$ cat src/hw/rtl/bnia_pkg.sv
// ----------------------------------------------------------------------------
// bnia_pkg: shared types and constants of the batch normalization block
// Beat formats of both channels, the queue entry format and state encodings.
// ----------------------------------------------------------------------------
package bnia_pkg;

	localparam int QDEPTH   = 4;
	localparam int QPTR_W   = 2;
	localparam int QCNT_W   = 3;
	localparam int CHEXT_W  = 13;
	localparam logic [31:0] EPS_LSB = 32'd168;
	localparam logic [9:0]  CIU_RESET = 10'd512;

	localparam logic KIND_LOAD   = 1'b0;
	localparam logic KIND_SAMPLE = 1'b1;

	localparam logic REG_CIU = 1'b0;

	typedef struct packed {
		logic               kind;
		logic [8:0]         channel;
		logic signed [31:0] sample;
		logic signed [31:0] gamma;
		logic signed [31:0] beta;
		logic signed [31:0] mean;
		logic [30:0]        variance;
	} in_beat_t;

	typedef struct packed {
		logic signed [31:0] result;
		logic               bad_channel;
	} out_beat_t;

	typedef struct packed {
		logic               kind;
		logic               bad;
		logic [8:0]         channel;
		logic signed [31:0] sample;
		logic signed [31:0] gamma;
		logic signed [31:0] beta;
		logic signed [31:0] mean;
		logic [30:0]        variance;
	} job_t;

	typedef enum logic [2:0] {
		BK_IDLE, BK_READ, BK_MUL, BK_OUT, BK_SOLVE, BK_OMUL, BK_OSTORE
	} back_state_t;

	typedef enum logic [1:0] {
		SV_IDLE, SV_ROOT, SV_DIV
	} solver_state_t;

endpackage

$ cat src/hw/rtl/bnia_front.sv
// ----------------------------------------------------------------------------
// bnia_front: intake and classification
// Checks each beat's channel against the limit, drops bad loads and queues
// the rest for the back end.
// ----------------------------------------------------------------------------
module bnia_front import bnia_pkg::*; #(
	parameter int CHANNELS_MAX = 512
) (
	input  logic     clk,
	input  logic     arst_n,
	input  logic [9:0] channels_in_use,
	input  logic     in_valid,
	output logic     in_stall,
	input  in_beat_t in_data,
	output logic     q_valid,
	output job_t     q_data,
	input  logic     q_pop
);

	localparam logic [CHEXT_W-1:0] CH_MAX = CHEXT_W'(CHANNELS_MAX);

	job_t              fifo_q [QDEPTH];
	logic [QPTR_W-1:0] wr_ptr_q, rd_ptr_q;
	logic [QCNT_W-1:0] count_q;
	logic [CHEXT_W-1:0] limit, ch_ext;
	logic              bad, accept, push;
	job_t              entry;

	always_comb begin
		ch_ext = CHEXT_W'(in_data.channel);
		limit  = (CHEXT_W'(channels_in_use) < CH_MAX) ? CHEXT_W'(channels_in_use) : CH_MAX;
		bad    = !(ch_ext < limit);
		entry.kind     = in_data.kind;
		entry.bad      = bad;
		entry.channel  = in_data.channel;
		entry.sample   = in_data.sample;
		entry.gamma    = in_data.gamma;
		entry.beta     = in_data.beta;
		entry.mean     = in_data.mean;
		entry.variance = in_data.variance;
	end

	assign in_stall = (count_q == QCNT_W'(QDEPTH));
	assign accept   = in_valid && !in_stall;
	// A load on a channel out of range is swallowed here.
	assign push     = accept && !(in_data.kind == KIND_LOAD && bad);
	assign q_valid  = (count_q != '0);
	assign q_data   = fifo_q[rd_ptr_q];

	always_ff @(posedge clk) begin
		if (push) fifo_q[wr_ptr_q] <= entry;
	end

	always_ff @(posedge clk or negedge arst_n) begin
		if (!arst_n) begin
			wr_ptr_q <= '0;
			rd_ptr_q <= '0;
			count_q  <= '0;
		end else begin
			if (push) wr_ptr_q <= wr_ptr_q + 1'b1;
			if (q_pop) rd_ptr_q <= rd_ptr_q + 1'b1;
			if (push && !q_pop) count_q <= count_q + 1'b1;
			else if (!push && q_pop) count_q <= count_q - 1'b1;
		end
	end

endmodule

$ cat config.mk
export PLATFORM = sky130hd
export DESIGN_NAME = bnia_front
export DESIGN_NICKNAME = d
export VERILOG_FILES = /design/src/hw/rtl/bnia_pkg.sv /design/src/hw/rtl/bnia_front.sv
export SDC_FILE = /design/constraint.sdc
export NUM_CORES = 1
export LEC_CHECK = 0
export BUFFER_PORTS_ARGS = -buffer_cell sky130_fd_sc_hd__buf_2
export CORE_MARGIN = 4
export CORE_UTILIZATION = 30
export CTS_CLUSTER_SIZE = 10
export DETAILED_ROUTE_END_ITERATION = 16
export PLACE_DENSITY = 0.47
export SKIP_CTS_REPAIR_TIMING = 1
export SLEW_MARGIN = 25
export SYNTH_ARGS = -nofsm -noshare
export SYNTH_HDL_FRONTEND = slang
export SYNTH_SLANG_ARGS = --single-unit
$ cat constraint.sdc
create_clock -name clk -period 8.4 [get_ports clk]
set_input_delay 0.42 -clock clk [delete_from_list [all_inputs] [get_ports clk]]
set_output_delay 0.42 -clock clk [all_outputs]
set_load 0.01 [all_outputs]
=== After elaboration in Yosys (flattened, before gate mapping) ===
Memories as Yosys holds them, arrays and structs flattened.
Index checks and enable logic that the tools add are counted.

* Register bits after elaboration: 7
* RAM bits: 680
* Input port bits: 183
* Output and inout port bits: 172
* Logic and storage cells: 29
* Memories kept: 1

{| class="wikitable"
|+ Memory list
! memory !! depth !! bits a word !! read ports !! clocked after memory_dff !! write ports !! line !! source
|-
| fifo_q || 4 || 170 || 1 || 0 || 1 || bnia_front.sv:22 || <nowiki>job_t fifo_q [QDEPTH];</nowiki>
|}

* Add/sub/neg operators: 4
* $lt $le $gt $ge: 2
* Equal/unequal tests: 1
* Muxes and demuxes: 5
* Bitwise operators: 1
* Reductions and logical operators: 12

{| class="wikitable"
|+ Operators by type and width
! cell !! count
|-
| 10-bit less-than comparator (second input constant) || 1
|-
| 9-bit by 10-bit less-than comparator with 1-bit output || 1
|-
| 10-bit 2-to-1 mux || 1
|-
| 3-bit 2-to-1 mux || 2
|-
| 1-bit logical AND || 5
|-
| 1-bit zero test || 5
|-
| 2-bit by 1-bit adder with 2-bit output (second input constant) || 2
|-
| 3-bit by 1-bit adder with 3-bit output (second input constant) || 1
|-
| 3-bit == test (second input constant) || 1
|-
| 3-bit nonzero test || 1
|-
| 3-bit by 1-bit subtractor with 3-bit output (second input constant) || 1
|-
| 1-bit 2-to-1 mux || 2
|-
| 2-bit nonzero test || 1
|-
| 1-bit inverter || 1
|}

=== Longest topological paths before layout ===
* Word-level depth: 11
* Mapped depth: 12
* Gate-level depth less buffers: 11

=== Worst setup path after synthesis ===
OpenSTA, ideal clock, no wires.

* Path type: in2reg
* From: in channels_in_use[9]
* To: mem fifo_q[0][0] (netlist bit) (enable)
* Library setup time: 551 ps
* Data arrival time: 5548 ps
* Data required time: 7849 ps
* Slack: 2302 ps
* Cell stages on the path: 7
* Path buffers: 1
* Cell sequence: buf_6 nand2b_1 ha_1 a211oi_1 o311ai_2 a31oi_4 and2_1

* Cells in the longest elaborated chain, start to end: 9

{| class="wikitable"
|+ Ends and longest elaborated chain
! item !! line !! source
|-
| start: declaration || bnia_front.sv:11 || <nowiki>input logic [9:0] channels_in_use,</nowiki>
|-
| 10-bit less-than comparator || bnia_front.sv:31 || <nowiki>limit = (CHEXT_W'(channels_in_use) < CH_MAX) ? CHEXT_W'(channels_in_use) : CH_MAX;</nowiki>
|-
| 10-bit 2-to-1 mux (*) || bnia_front.sv:31 ||
|-
| 9-bit by 10-bit less-than comparator with 1-bit output (*) || bnia_front.sv:32 || <nowiki>bad = !(ch_ext < limit);</nowiki>
|-
| 1-bit zero test (*) || bnia_front.sv:32 ||
|-
| 1-bit logical AND (*) || bnia_front.sv:46 || <nowiki>assign push = accept && !(in_data.kind == KIND_LOAD && bad);</nowiki>
|-
| 1-bit zero test (*) || bnia_front.sv:46 ||
|-
| 1-bit logical AND (*) || bnia_front.sv:46 ||
|-
| net push || bnia_front.sv:26 || <nowiki>logic bad, accept, push;</nowiki>
|-
| 1-bit 2-to-1 mux (*) || bnia_front.sv:51 || <nowiki>if (push) fifo_q[wr_ptr_q] <= entry;</nowiki>
|-
| 1-bit 2-to-1 mux (not written as such) (*) || bnia_front.sv:51 ||
|-
| end: declaration || bnia_front.sv:22 ||
|}

The timed path passes the listed nets; every way through them passes the cells marked *.

==> impl_metrics.yaml <==
outcome:
  outcome: "finished, final reports clean"
critical_path:
  timing.critical_path.cells: "buf_4 -> buf_4 -> mux4_2 -> buf_2"
  worstSetupPathType: "register to primary output"
  worstPathMaxFanout: 51
  crit_top_cell: "buf_4"
  cp_slowest_cell: "buf_4"
  timing.critical_path.arrival_ns: 3.55
  start_kind: "register"
  slowest_delay_ns: 0.74
  critPathRequiredTime_ns: 7.98
  r2r_cells: 5
  worstSetupEndpointType: "primary output"
global_routing:
  grtUsageTotal_pct: 12.43
  grt_max_degree: 95
  antenna_found_initial: 7
  grt_pass1_wl_um: 82030
  first_global_vias: 12240
  grt_overflow: 0
route:
  via_count: 11540
  wire_per_inst_um: 22.09
  remaining_drc_errors: 0
  vias_per_cell: 4.556
  firstDrtPassIters: 4
  drt-total-wl_um: 55930
  drtAntennaViolNets: 0
  drtIter0Drc: 628
synthesis:
  synth_edf_count: 680
  yosysTopAreaCell: "edfxtp_1"
  yosys_warnings: 0
  syn_inst: 955
  async_flop_share_pct: 1.019
  ys_seq_elements: 687
  syn_nets: 1152
  synth_common_cells: "edfxtp_1 (680), mux4_2 (170), buf_2 (20)"
  syn-cell-area_sq_um: 25200
  yosysTopAreaCellShare_pct: 81.04
  ys.flop_type: "edfxtp_1"
  ys_seq_area_share_pct: 81.74
  yosysMostFrequentCell: "edfxtp_1"
  yosys-top-cells-area: "edfxtp_1 (81%), mux4_2 (15%), dfrtp_1 (0.70%)"
  yosysUniqueCellTypes: 29
  postSynthAreaPerCell_sq_um: 26.38
place:
  io_buffer_count: 354
  place.gp.congestion: 0.7120
  hpwl_um: 33550
run:
  max-cap-violations: 0
timing:
  whs_ns: 0.03052
  fin_skew_ns: 0.02069
  setup_viol: 0
  fin_setup_tns_ns: 0
  hold_viol_final: 0
  fin_crit_sh_pct: 47.30
  worst_pin_slew_ns: 1.015
  rsz0062_at_grt: "no"
  finalMaxSlewViolations: 0
  fmax_mhz: 251.7
  max_slew_margin_pct: 32.33
  period_minus_slack_ns: 3.973
min_path:
  hold_depth: 1
  hold_class: "input port to register"
power:
  p_comb_share_pct: 28.0
  p_int_mw: 7.632
  p_switching_mw: 3.136
  max-vdd-ir-drop_mv: 0.2478
  p_clk_share_pct: 28.8
  p_leak_nw: 10.46
  p_per_area_nw_per_um2: 346.1
  switching_share_pct: 29.12
  seqPwrFrac_pct: 43.2
clock_tree:
  insertion_delay_ns: 0.61
  clk_pin_slew_ns: 0.05
  cts_tree: "built"
  cts_made_buffers: 81
  clock-sinks: 687
  cts-root-buf: "clkbuf_16"
  htree_levels: 3
  clock_path_buffers: 3
floorplan:
  die_x_um: 297.8
  core_sq_um: 83420
  die_y_um: 297.8
  initial_core_util_pct: 30.20
  std_cell_rows: 106
  ios: 355
  fp.dieArea_sq_um: 88690
cells_and_area:
  finish.net_count: 1621
  drive_above_1_share_pct: 44.54
  syn2layout_area_growth_pct: 23.49
sequential cells by signal, indices dropped and copies added, names as in the netlist:
signal    cells
fifo_q      680
rd_ptr_q      2
count_q       3
wr_ptr_q      2
logic make-up after synthesis:
family	synth area share (%)
compound gates	0.4370
xor+xnor	0.2086
mux	15.30
simple gates	0.5115
buf+inv	1.083
flops	81.74
fa+ha+maj	0.7250
power by group through the flow:
stage / Combinational (mW) / Sequential [mW] / Clock [mW]
final: 3.02 / 4.65 / 3.10
after global routing: 3.27 / 4.71 / 3.36
after CTS: 3.12 / 4.67 / 3.22
after detailed placement: 3.11 / 4.74 / 0
after global placement: 3.11 / 4.71 / 0
after floorplan: 1.94 / 4.71 / 0
layout make-up:
cell class | count | area (sq um)
sequential | 687 | 20600
clock inverter | 13 | 158.9
tap | 1080 | 1351
timing repair buffer | 425 | 2489
antenna | 4 | 10.01
fill | 7599 | 52310
multi-input combinational | 222 | 4339
clock buffer | 94 | 2140
inverter | 7 | 26.28
cell usage in the layout (no fill, tap or decap), types with 2 or more instances in the layout:
master / n
a211oi_1: 2
edfxtp_1: 680
dlygate4sd3_1: 54
clkinv_1: 6
buf_12: 2
nand2b_1: 8
clkbuf_1: 10
diode_2: 4
buf_2: 354
mux4_2: 170
xnor2_1: 3
bufinv_16: 2
dfrtp_4: 2
clkinv_8: 2
inv_1: 7
and2_4: 4
dfrtp_1: 5
xor2_1: 3
buf_4: 13
ha_1: 13
nand2_1: 3
clkbuf_16: 84
o21ai_0: 2
path summary, 6_finish.rpt:
check	endpoint	startpoint	slack, ns
setup / recovery	q_data[119]	rd_ptr_q[1]$_DFFE_PN0P_	4.43
hold / removal	fifo_q[2][28]$_DFFE_PP_	in_data[28]	0.03
setup reg to reg	fifo_q[2][39]$_DFFE_PP_	count_q[2]$_DFFE_PN0P_	5.08
hold reg to reg	count_q[2]$_DFFE_PN0P_	count_q[2]$_DFFE_PN0P_	0.49
max in group asynchronous	rd_ptr_q[1]$_DFFE_PN0P_	arst_n	7.95
min in group asynchronous	count_q[0]$_DFFE_PN0P_	arst_n	0.22
layer usage:
metal	up-vias	global-route usage, %	routed length (um)
li1	5052	-	-
met1	6092	15.69	23420
met2	298	20.80	27920
met3	86	3.483	3335
met4	8	4.088	1195
met5	-	0	54
metrics by stage:
step | worst slack (ns) | util [%] | cells | power, mW | cell area (sq um)
floorplan | 2.302 | - | 955 | 6.653 | 25200
global placement | 4.058 | 33.82 | 2365 | 7.827 | 28220
detailed placement | 4.069 | 33.82 | 2365 | 7.851 | 28220
CTS | 4.299 | 36.58 | 2472 | 11.01 | 30510
global route | 4.222 | 37.29 | 2529 | 11.34 | 31110
finish | 4.427 | 37.30 | 2532 | 10.77 | 31120
worst max-delay path, delay by kind of cell, from the launching register on:
kind	cells	cell delay, ns
flops	1	0.67
buf+inv	3	1.59
mux	1	0.47
No activity file was read; power rests on OpenSTA's default activity.
